**src/hw/rtl/ebt_pkg.sv**
```systemverilog
`timescale 1ns / 1ps

package ebt_pkg;

  localparam int ENTRIES_DEF = 16;

  localparam int MODE_W = 3;
  localparam int BIT_W  = 16;
  localparam int TIME_W = 32;

  localparam logic [MODE_W-1:0] MODE_SET      = 3'd0;
  localparam logic [MODE_W-1:0] MODE_UNSET    = 3'd1;
  localparam logic [MODE_W-1:0] MODE_TOGGLE   = 3'd2;
  localparam logic [MODE_W-1:0] MODE_ISSET    = 3'd3;
  localparam logic [MODE_W-1:0] MODE_ISNOTSET = 3'd4;
  localparam logic [MODE_W-1:0] MODE_TIMEOUT  = 3'd5;

  typedef struct packed {
    logic start;
    logic scan;
    logic commit;
  } ctrl_cmd_t;

  typedef struct packed {
    logic scan_last;
    logic out_hold;
  } ctrl_sts_t;

endpackage

```
**src/hw/rtl/ebt_ctrl.sv**
```systemverilog
`timescale 1ns / 1ps

module ebt_ctrl (
  input  logic              clk,
  input  logic              rst_n,
  input  logic              in_valid,
  output logic              in_stall,
  input  ebt_pkg::ctrl_sts_t sts,
  output ebt_pkg::ctrl_cmd_t cmd
);

  typedef enum logic [3:0] {
    ST_IDLE   = 4'b0001,
    ST_SCAN   = 4'b0010,
    ST_DRAIN  = 4'b0100,
    ST_UPDATE = 4'b1000
  } state_t;

  state_t state_r;
  state_t state_nxt;

  assign in_stall = (state_r != ST_IDLE);

  always_comb begin
    state_nxt  = state_r;
    cmd.start  = 1'b0;
    cmd.scan   = 1'b0;
    cmd.commit = 1'b0;
    case (state_r)
      ST_IDLE: begin
        if (in_valid) begin
          cmd.start = 1'b1;
          state_nxt = ST_SCAN;
        end
      end
      ST_SCAN: begin
        cmd.scan = 1'b1;
        if (sts.scan_last) begin
          state_nxt = ST_DRAIN;
        end
      end
      ST_DRAIN: begin
        state_nxt = ST_UPDATE;
      end
      ST_UPDATE: begin
        if (!sts.out_hold) begin
          cmd.commit = 1'b1;
          state_nxt  = ST_IDLE;
        end
      end
      default: begin
        state_nxt = ST_IDLE;
      end
    endcase
  end

  always_ff @(posedge clk) begin
    if (!rst_n) begin
      state_r <= ST_IDLE;
    end else begin
      state_r <= state_nxt;
    end
  end

  a_scan_end: assert property (@(posedge clk) disable iff (!rst_n)
    (state_r == ST_SCAN && sts.scan_last) |=> (state_r == ST_DRAIN))
    else $error("scan did not end after last slot");

  a_no_commit_on_hold: assert property (@(posedge clk) disable iff (!rst_n)
    cmd.commit |-> !sts.out_hold)
    else $error("commit while result register still held");

endmodule

```
**src/hw/rtl/ebt_dpath.sv**
```systemverilog
`timescale 1ns / 1ps

module ebt_dpath #(
  parameter int ENTRIES = ebt_pkg::ENTRIES_DEF
) (
  input  logic                        clk,
  input  logic                        rst_n,
  input  logic [ebt_pkg::MODE_W-1:0]  in_mode,
  input  logic [ebt_pkg::BIT_W-1:0]   in_bit_index,
  input  logic [ebt_pkg::TIME_W-1:0]  in_expire_time,
  input  logic [ebt_pkg::TIME_W-1:0]  in_now_time,
  input  ebt_pkg::ctrl_cmd_t          cmd,
  output ebt_pkg::ctrl_sts_t          sts,
  output logic                        out_valid,
  input  logic                        out_stall,
  output logic                        out_answer,
  output logic                        out_table_full
);

  localparam int IW = (ENTRIES > 1) ? $clog2(ENTRIES) : 1;
  localparam int CW = $clog2(ENTRIES + 1);

  // operands of the beat in flight
  logic [ebt_pkg::MODE_W-1:0] mode_r;
  logic [ebt_pkg::BIT_W-1:0]  id_r;
  logic [ebt_pkg::TIME_W-1:0] exp_in_r;
  logic [ebt_pkg::TIME_W-1:0] now_r;

  logic [CW-1:0]              cnt_r;
  logic [IW-1:0]              rd_addr;

  // entry storage
  logic [ENTRIES-1:0]         valid_r;
  logic [ebt_pkg::BIT_W-1:0]  idx_mem [ENTRIES];
  logic [ebt_pkg::TIME_W-1:0] exp_mem [ENTRIES];

  // read stage
  logic                       rd_pv_r;
  logic [IW-1:0]              rd_slot_r;
  logic                       rd_vbit_r;
  logic [ebt_pkg::BIT_W-1:0]  rd_idx_r;
  logic [ebt_pkg::TIME_W-1:0] rd_exp_r;

  // search results
  logic                       hit_r;
  logic [IW-1:0]              hit_slot_r;
  logic [ebt_pkg::TIME_W-1:0] hit_exp_r;
  logic                       free_r;
  logic [IW-1:0]              free_slot_r;
  logic                       late_r;

  logic                       out_valid_r;
  logic                       out_answer_r;
  logic                       out_full_r;

  logic                       upd_set;
  logic                       upd_clr;
  logic [IW-1:0]              upd_slot;
  logic                       answer_nxt;
  logic                       full_nxt;
  logic                       expired;

  assign rd_addr       = cnt_r[IW-1:0];
  assign sts.scan_last = (cnt_r == CW'(ENTRIES - 1));
  assign sts.out_hold  = out_valid_r && out_stall;

  assign out_valid      = out_valid_r;
  assign out_answer     = out_answer_r;
  assign out_table_full = out_full_r;

  always_ff @(posedge clk) begin
    if (cmd.start) begin
      mode_r   <= in_mode;
      id_r     <= in_bit_index;
      exp_in_r <= in_expire_time;
      now_r    <= in_now_time;
    end
  end

  always_ff @(posedge clk) begin
    if (!rst_n) begin
      cnt_r   <= '0;
      rd_pv_r <= 1'b0;
    end else begin
      rd_pv_r <= cmd.scan;
      if (cmd.start) begin
        cnt_r <= '0;
      end else if (cmd.scan) begin
        cnt_r <= cnt_r + CW'(1);
      end
    end
  end

  always_ff @(posedge clk) begin
    if (cmd.scan) begin
      rd_idx_r  <= idx_mem[rd_addr];
      rd_exp_r  <= exp_mem[rd_addr];
      rd_vbit_r <= valid_r[rd_addr];
      rd_slot_r <= rd_addr;
    end
    if (upd_set) begin
      idx_mem[upd_slot] <= id_r;
      exp_mem[upd_slot] <= exp_in_r;
    end
  end

  always_ff @(posedge clk) begin
    if (cmd.start) begin
      hit_r  <= 1'b0;
      free_r <= 1'b0;
      late_r <= 1'b0;
    end else if (rd_pv_r) begin
      if (rd_vbit_r && (rd_idx_r == id_r) && !hit_r) begin
        hit_r      <= 1'b1;
        hit_slot_r <= rd_slot_r;
        hit_exp_r  <= rd_exp_r;
      end
      if (!rd_vbit_r && !free_r) begin
        free_r      <= 1'b1;
        free_slot_r <= rd_slot_r;
      end
      if (rd_vbit_r && (rd_exp_r > now_r)) begin
        late_r <= 1'b1;
      end
    end
  end

  always_comb begin
    upd_set    = 1'b0;
    upd_clr    = 1'b0;
    upd_slot   = hit_slot_r;
    answer_nxt = 1'b0;
    full_nxt   = 1'b0;
    expired    = hit_r && (hit_exp_r < now_r);
    case (mode_r)
      ebt_pkg::MODE_SET, ebt_pkg::MODE_TOGGLE: begin
        if (hit_r) begin
          upd_clr = cmd.commit && (mode_r == ebt_pkg::MODE_TOGGLE);
        end else if (free_r) begin
          upd_set  = cmd.commit;
          upd_slot = free_slot_r;
        end else begin
          full_nxt = 1'b1;
        end
      end
      ebt_pkg::MODE_UNSET: begin
        upd_clr = cmd.commit && hit_r;
      end
      ebt_pkg::MODE_ISSET, ebt_pkg::MODE_ISNOTSET: begin
        upd_clr = cmd.commit && expired;
        if (mode_r == ebt_pkg::MODE_ISSET) begin
          answer_nxt = hit_r && !expired;
        end else begin
          answer_nxt = !(hit_r && !expired);
        end
      end
      ebt_pkg::MODE_TIMEOUT: begin
        answer_nxt = !late_r;
      end
      default: begin
        answer_nxt = 1'b0;
      end
    endcase
  end

  always_ff @(posedge clk) begin
    if (!rst_n) begin
      valid_r <= '0;
    end else if (upd_set) begin
      valid_r[upd_slot] <= 1'b1;
    end else if (upd_clr) begin
      valid_r[upd_slot] <= 1'b0;
    end
  end

  always_ff @(posedge clk) begin
    if (!rst_n) begin
      out_valid_r <= 1'b0;
    end else if (cmd.commit) begin
      out_valid_r <= 1'b1;
    end else if (!out_stall) begin
      out_valid_r <= 1'b0;
    end
  end

  always_ff @(posedge clk) begin
    if (cmd.commit) begin
      out_answer_r <= answer_nxt;
      out_full_r   <= full_nxt;
    end
  end

  a_commit_shows: assert property (@(posedge clk) disable iff (!rst_n)
    cmd.commit |=> out_valid_r)
    else $error("result beat not presented after commit");

  a_full_no_answer: assert property (@(posedge clk) disable iff (!rst_n)
    (out_valid_r && out_full_r) |-> !out_answer_r)
    else $error("dropped add carries an answer");

endmodule

```
**src/hw/rtl/expiring_bit_table_top.sv**
```systemverilog
`timescale 1ns / 1ps
// an accepted beat passes the scan, drain and update states; its result beat
// is registered on commit, which waits while out_stall holds the last result;
// the slot scan reads one table entry per cycle through a single memory port
// in_stall stays high while a beat is in flight or its result cannot be stored
// reset: synchronous active low, empties the table by clearing all valid bits

module expiring_bit_table_top #(
  parameter int ENTRIES = ebt_pkg::ENTRIES_DEF
) (
  input  logic                        clk,
  input  logic                        rst_n,
  input  logic                        in_valid,
  output logic                        in_stall,
  input  logic [ebt_pkg::MODE_W-1:0]  in_mode,
  input  logic [ebt_pkg::BIT_W-1:0]   in_bit_index,
  input  logic [ebt_pkg::TIME_W-1:0]  in_expire_time,
  input  logic [ebt_pkg::TIME_W-1:0]  in_now_time,
  output logic                        out_valid,
  input  logic                        out_stall,
  output logic                        out_answer,
  output logic                        out_table_full
);

  ebt_pkg::ctrl_cmd_t cmd;
  ebt_pkg::ctrl_sts_t sts;

  ebt_ctrl u_ctrl (
    .clk      (clk),
    .rst_n    (rst_n),
    .in_valid (in_valid),
    .in_stall (in_stall),
    .sts      (sts),
    .cmd      (cmd)
  );

  ebt_dpath #(
    .ENTRIES (ENTRIES)
  ) u_dpath (
    .clk            (clk),
    .rst_n          (rst_n),
    .in_mode        (in_mode),
    .in_bit_index   (in_bit_index),
    .in_expire_time (in_expire_time),
    .in_now_time    (in_now_time),
    .cmd            (cmd),
    .sts            (sts),
    .out_valid      (out_valid),
    .out_stall      (out_stall),
    .out_answer     (out_answer),
    .out_table_full (out_table_full)
  );

endmodule

```
**config.mk**
```make
export PLATFORM = sky130hd
export DESIGN_NAME = expiring_bit_table_top
export DESIGN_NICKNAME = d
export VERILOG_FILES = /design/src/hw/rtl/ebt_pkg.sv /design/src/hw/rtl/ebt_ctrl.sv /design/src/hw/rtl/ebt_dpath.sv /design/src/hw/rtl/expiring_bit_table_top.sv
export SDC_FILE = /design/constraint.sdc
export NUM_CORES = 1
export LEC_CHECK = 0
export BUFFER_PORTS_ARGS = -buffer_cell sky130_fd_sc_hd__buf_2
export CAP_MARGIN = 20
export CORE_ASPECT_RATIO = 1.4
export CORE_MARGIN = 4
export CORE_UTILIZATION = 54
export DETAILED_ROUTE_END_ITERATION = 12
export GPL_ROUTABILITY_DRIVEN = 1
export MAX_ROUTING_LAYER = met4
export PLACE_DENSITY = 0.82
export SYNTH_ARGS = -nofsm -noshare
export SYNTH_HDL_FRONTEND = slang
export SYNTH_HIERARCHICAL = 1
export SYNTH_SLANG_ARGS = --single-unit
export TNS_END_PERCENT = 5
```
**constraint.sdc**
```tcl
create_clock -name clk -period 7.3 [get_ports clk]
set_input_delay 0.73 -clock clk [delete_from_list [all_inputs] [get_ports clk]]
set_output_delay 0.73 -clock clk [all_outputs]
set_load 0.02 [all_outputs]
```
==> results_dict.tcl, run 1 <==
set metrics [dict create \
    status "complete, no violations" \
    power.leakage_nw 13.29 \
    syn_inst 1667 \
    cp.depth 5 \
    final_common_cell "edfxtp_1" \
    setup-violations-final 0 \
    endpoint_kind "flip-flop" \
    drc 0 \
    syn_area_um2 37600 \
    cp_top_family "simple AND/OR/NAND/NOR gates" \
    cts_buffers 86 \
    finalClockSkew_ns 0.02512 \
    finalCriticalPeriod_ns 3.662 \
    relSlewSlack 0.2195 \
    route.final.wire_length_um 85070 \
    stdcell_area_um2 42100 \
    holdPathStages 1 \
    async_flop_share 0 \
    drive_above_1_share 0.2831 \
    initial_core_util 0.5446 \
    cts_resized 0 \
    worst_pin_slew_ns 1.141 \
    core_um2 69040 \
    grt_pass1_wl_um 126200 \
    cp_max_fo 40 \
    max-cap-violations 0 \
    fmax_mhz 273.1 \
    hold_viol_final 0 \
    fillers 4481 \
    worst_slack_ns 3.638 \
    die_area_um2 73970 \
    fp.dieW_um 231.0 \
    synth-seq-cells 976 \
    clock_latency_ns 0.65 \
    grt_max_degree 84 \
    synth_cell_types 61 \
    fin_setup_tns_ns 0 \
    diodes 0 \
    synth_ff_type "edfxtp_1" \
    yosys_warnings 6 \
    arrival_ns 4.22 \
    slowest_delay_ns 1.00 \
    via_per_inst 6.415 \
    die_y_um 320.2 \
    detail_route.wl_per_cell_um 30.26 \
    area_growth_pct 11.96 \
    vdd_drop_max_mv 0.1588 \
    slowest_stage "or4b_1" \
    required_ns 7.86 \
    hold_ws_ns 0.2566 \
    period_share 0.5017 \
    syn_area_per_cell_um2 22.55 \
    cts.sinks 976 \
    slew_violations 0 \
    finish.utilization 0.6098 \
    cp-start-kind "flip-flop" \
    synth_sequential_area_ratio 0.7715 \
    synth_edf_count 946 \
    placed_area_um2 39210 \
    dp_hpwl_um 42970 \
    gp_congestion 0.8114 \
    cts_buffer_depth 3 \
    first_iter_violations 2463 \
    antenna_left 0 \
    clk_pin_slew_ns 0.07 \
    io_buffers 90 \
    final_cell_mix "946 x edfxtp_1, 245 x mux4_2, 91 x buf_2, 87 x clkbuf_16, 65 x ha_1" \
    post_cts_buffers 0 \
    row_count 114 \
    holdBufCountCts 0 \
    power_density_nw_per_um2 263.2 \
    critPathBufInv 1 \
    gr-total-overflow 0 \
    io_pins 91 \
    synth_nets 1819 \
    crit_chain "or4b_1 > nor4_4 > buf_4 > o21ai_0 > a31oi_1" \
    firstDrtPassIters 5 \
    grt_antenna_before_repair 0 \
    rr_worst_depth 5 \
    nNetsFinal 1967 \
    h-tree-depth 3 \
    place_ws_ns 3.254 \
    root_buffer "clkbuf_16" \
    grt_use_total 0.2392 \
    first_global_vias 19030 \
    cts_tree "yes" \
    crit_type "flip-flop to flip-flop" \
    rsz0062_at_grt "false" \
    num_vias 18030 \
    hold_path_class "input port to flip-flop" \
]
[final timing paths]
kind / endpoint / start / slack, ns
worst min register to register: u_dpath/hit_exp_r[21] / u_dpath/rd_exp_r[21] / 0.45
worst min-delay path: u_dpath/exp_in_r[8] / in_expire_time[8] / 0.26
worst max-delay path: flip-flop / u_dpath/mode_r[0] / 3.64
worst max register to register: flip-flop / u_dpath/mode_r[0] / 3.64
[worst reg2reg max path: stages (launching register included)]
cell	delay, ns
edfxtp_1	0.55
or4b_1	1.00
nor4_4	0.89
buf_4	0.76
o21ai_0	0.19
a31oi_1	0.20
[layout make-up]
type                            count  area, um^2  share of cell area
Sequential cell                   976       29020              0.6894
Multi-Input combinational cell    586        8160              0.1938
Clock buffer                       97        2215             0.05261
Tap cell                          928        1161             0.02758
Timing Repair Buffer              126       750.7             0.01783
Clock inverter                     59       643.1             0.01528
Inverter                           39       146.4            0.003477
[metal layers]
metal,up-vias,track usage,part of all wire
met2,1162,0.3948,0.52
met5,-,-,0
li1,7303,-,-
met4,0,0.09841,0.044
met3,252,0.03811,0.087
met1,9316,0.3003,0.35
[sequential cells by signal, indices dropped and copies added (netlist names), named ones only]
register	cells
u_ctrl/state_r	4
u_dpath/cnt_r	5
u_dpath/exp_in_r	32
u_dpath/exp_mem	512
u_dpath/free_r	1
u_dpath/free_slot_r	4
u_dpath/hit_exp_r	32
u_dpath/hit_r	1
u_dpath/hit_slot_r	4
u_dpath/id_r	16
u_dpath/idx_mem	256
u_dpath/late_r	1
u_dpath/mode_r	3
u_dpath/now_r	32
u_dpath/out_answer	1
u_dpath/out_table_full	1
u_dpath/out_valid	1
u_dpath/rd_exp_r	32
u_dpath/rd_idx_r	16
u_dpath/rd_pv_r	1
u_dpath/rd_slot_r	4
u_dpath/rd_vbit_r	1
[per-stage QoR]
step / power (W) / instances
after floorplan: 0.006484 / 1667
final: 0.01108 / 2811
after detailed placement: 0.006591 / 2654
after CTS: 0.01114 / 2810
after global routing: 0.01143 / 2811
after global placement: 0.006572 / 2653
[cell usage after synthesis, types with 3 or more instances]
cell | count | share of area
edfxtp_1 | 946 | 0.76
mux4_2 | 245 | 0.15
ha_1 | 65 | 0.022
nor2_1 | 40 | 0.0040
inv_1 | 39 | 0.0039
nand2_1 | 37 | 0.0037
dfxtp_1 | 30 | 0.016
clkbuf_1 | 27 | 0.0027
o21ai_0 | 27 | 0.0036
a21oi_1 | 25 | 0.0033
a31oi_1 | 20 | 0.0033
xor2_1 | 19 | 0.0044
buf_6 | 18 | 0.0054
buf_2 | 14 | 0.0019
nor3_1 | 13 | 0.0017
nand4_1 | 9 | 0.0015
nand3b_1 | 8 | 0.0016
nor4_1 | 8 | 0.0013
buf_1 | 6 | 0.00060
nand3_1 | 6 | 0.00080
o21a_1 | 6 | 0.0012
nor3_2 | 4 | 0.0011
a211oi_1 | 3 | 0.00060
nand2b_1 | 3 | 0.00050
nor3b_1 | 3 | 0.00060
nor4_2 | 3 | 0.0010
o21ai_1 | 3 | 0.00040
[report_power, final]
group	internal (W)	switching, W	total (W)	leakage (nW)
Clock	0.00259	0.00201	0.00460	1.40
Sequential	0.00620	0.0000916	0.00629	8.79
Combinational	0.0000777	0.000114	0.000192	3.10
[kinds of logic (layout without fill, tap and decap cells)]
kind of cell	after synthesis	after routing	synth area share
flops	976	976	0.7715
simple gates	151	151	0.02246
mux	247	247	0.1473
fa+ha+maj	65	65	0.02163
xor+xnor	20	20	0.004659
buf+inv	105	321	0.01464
compound gates	103	103	0.01780
(Power assumes the default switching activity.)
==> run 2: changes to the inputs <==
Clock period 7.3 ns to 3.5 ns, I/O delays scaled along.
==> results_dict.tcl, run 2 (synthesis results as in run 1) <==
set metrics [dict create \
    status "complete, no violations" \
    h-tree-depth 3 \
    required_ns 3.96 \
    gp_congestion 0.8401 \
    cp_max_fo 3 \
    rr_worst_depth 9 \
    clkPwrFrac 0.422 \
    num_vias 19020 \
    switchingPower_w 0.004676 \
    hold_path_class "input port to flip-flop" \
    first_global_vias 19900 \
    die_y_um 320.2 \
    fp.dieW_um 231.0 \
    io_pins 91 \
    row_count 114 \
    largest-register "u_dpath/exp_mem" \
    ff2ff_setup_slack_ns 0.30 \
    fmax_mhz 312.2 \
    swShare 0.1985 \
    gr-total-overflow 0 \
    io_buffers 90 \
    p_int_w 0.01888 \
    power_density_nw_per_um2 541.3 \
    max-cap-violations 0 \
    grt_use_total 0.2647 \
    root_buffer "clkbuf_16" \
    final_cell_mix "946 x edfxtp_1, 245 x mux4_2, 90 x buf_2, 87 x clkbuf_16, 83 x dlygate4sd3_1" \
    route.final.wire_length_um 93570 \
    cp-start-kind "flip-flop" \
    cts_buffer_depth 3 \
    clk_pin_slew_ns 0.07 \
    rsz0062_at_grt "false" \
    slew_violations 0 \
    crit_type "flip-flop to flip-flop" \
    worst_slack_ns 0.2968 \
    diodes 0 \
    initial_core_util 0.5446 \
    final_common_cell "edfxtp_1" \
    reg.largest.list "u_dpath/exp_mem x512, u_dpath/idx_mem x256" \
    core_um2 69040 \
    holdPathStages 4 \
    finalCriticalPeriod_ns 3.203 \
    power.share.sequential 0.556 \
    placed_area_um2 39770 \
    cts.sinks 976 \
    via_per_inst 6.523 \
    worstHoldEndpoint "u_ctrl/state_r[0]" \
    finalClockSkew_ns 0.02653 \
    nNetsFinal 2073 \
    clock_latency_ns 0.63 \
    cts_buffers 85 \
    grt_pass1_wl_um 137800 \
    cts_tree "yes" \
    antenna_left 0 \
    arrival_ns 3.67 \
    firstDrtPassIters 5 \
    hold_viol_final 0 \
    die_area_um2 73970 \
    first_iter_violations 2628 \
    detail_route.wl_per_cell_um 32.09 \
    worstReg2RegEnd "u_dpath/late_r" \
    relSlewSlack 0.3300 \
    period_share 0.9152 \
    r2r_start "u_dpath/now_r[12]" \
    endpoint_kind "flip-flop" \
    worst_pin_slew_ns 0.9797 \
    drive_above_1_share 0.2802 \
    setup-violations-final 0 \
    drc 0 \
    worstHoldStart "in_valid" \
    area_growth_pct 15.73 \
    grt_antenna_before_repair 0 \
    power.leakage_nw 13.89 \
    vdd_drop_max_mv 0.4226 \
    grt_max_degree 63 \
    stdcell_area_um2 43510 \
    combPwrFrac 0.022 \
    dp_hpwl_um 46470 \
    place_ws_ns 0.3745 \
    largest_reg_flops 512 \
]
[run 2: cell types whose count changed in the layout (fill, tap and decap cells not counted), moves of 5 or more]
cell,delta
nor3_2,-5
clkinv_4,+5
dlygate4sd3_1,+83
clkinv_8,-7
nor3_4,+5
buf_12,+26
clkinv_2,-5
[run 2: power groups by stage]
| stage | Sequential (W) | Combinational (W) | Clock, W |
|---|---|---|---|
| floorplan | 0.0133 | 0.000244 | 0 |
| global placement | 0.0133 | 0.000388 | 0 |
| detailed placement | 0.0134 | 0.000408 | 0 |
| CTS | 0.0131 | 0.000505 | 0.0100 |
| global route | 0.0131 | 0.000549 | 0.0106 |
| finish | 0.0131 | 0.000513 | 0.00993 |
[run 2: worst max-delay path, stage by stage (launching register included)]
cell	delay, ns
edfxtp_1	0.46
inv_1	0.17
ha_1	0.26
nand4_1	0.21
nor3_1	0.14
a2111oi_0	0.88
buf_4	0.23
o311ai_0	0.32
a31oi_1	0.29
nor3_1	0.08
[run 2: repair_timing]
item / CTS / global route
resized for setup: 0 / 0
setup buffers: 0 / 0
endpoints found under the setup margin: 0 / 0
hold endpoints to repair: 83 / 0
hold buffers: 83 / 0
[run 2: cell type report]
type	instances	area (um^2)
repair buffers	233	2069
well taps	928	1161
fillers	4320	25520
flip-flops and latches	976	29020
multi-input cells	586	8200
clock buffers	101	2250
clock inverters	53	664.4
inverters	39	146.4
[run 2: worst max path at each step]
stage / from / endpoint / slack (ns) / depth (start not counted)
after floorplan: u_dpath/mode_r[2] / flip-flop / -0.94 / 5
after global placement: u_ctrl/state_r[3] / u_dpath/hit_exp_r[0] / 0.39 / 9
after detailed placement: u_ctrl/state_r[2] / u_dpath/hit_exp_r[0] / 0.37 / 9
after CTS: u_dpath/now_r[12] / u_dpath/late_r / 0.27 / 9
after global routing: u_ctrl/state_r[2] / u_dpath/hit_exp_r[4] / 0.25 / 9
final: u_dpath/now_r[12] / u_dpath/late_r / 0.30 / 9
[run 2: metrics by stage]
| stage | util | hold WS, ns | power (W) | TNS, ns | instances |
|---|---|---|---|---|---|
| floorplan | - | 0.4029 | 0.01352 | -225.91 | 1667 |
| global placement | 0.5760 | 0.4237 | 0.01372 | 0 | 2679 |
| detailed placement | 0.5760 | 0.4394 | 0.01376 | 0 | 2679 |
| CTS | 0.6303 | 0.09829 | 0.02361 | 0 | 2916 |
| global route | 0.6303 | 0.1454 | 0.02423 | 0 | 2916 |
| finish | 0.6303 | 0.1288 | 0.02355 | 0 | 2916 |
[run 2: routing by layer]
metal	part of all wire	wire length [um]	track usage	vias up
li1	-	-	-	7513
met1	0.33	30630	0.3217	9760
met2	0.53	49590	0.4468	1459
met3	0.094	8802	0.04140	290
met4	0.049	4546	0.1128	0
met5	0	0	-	-
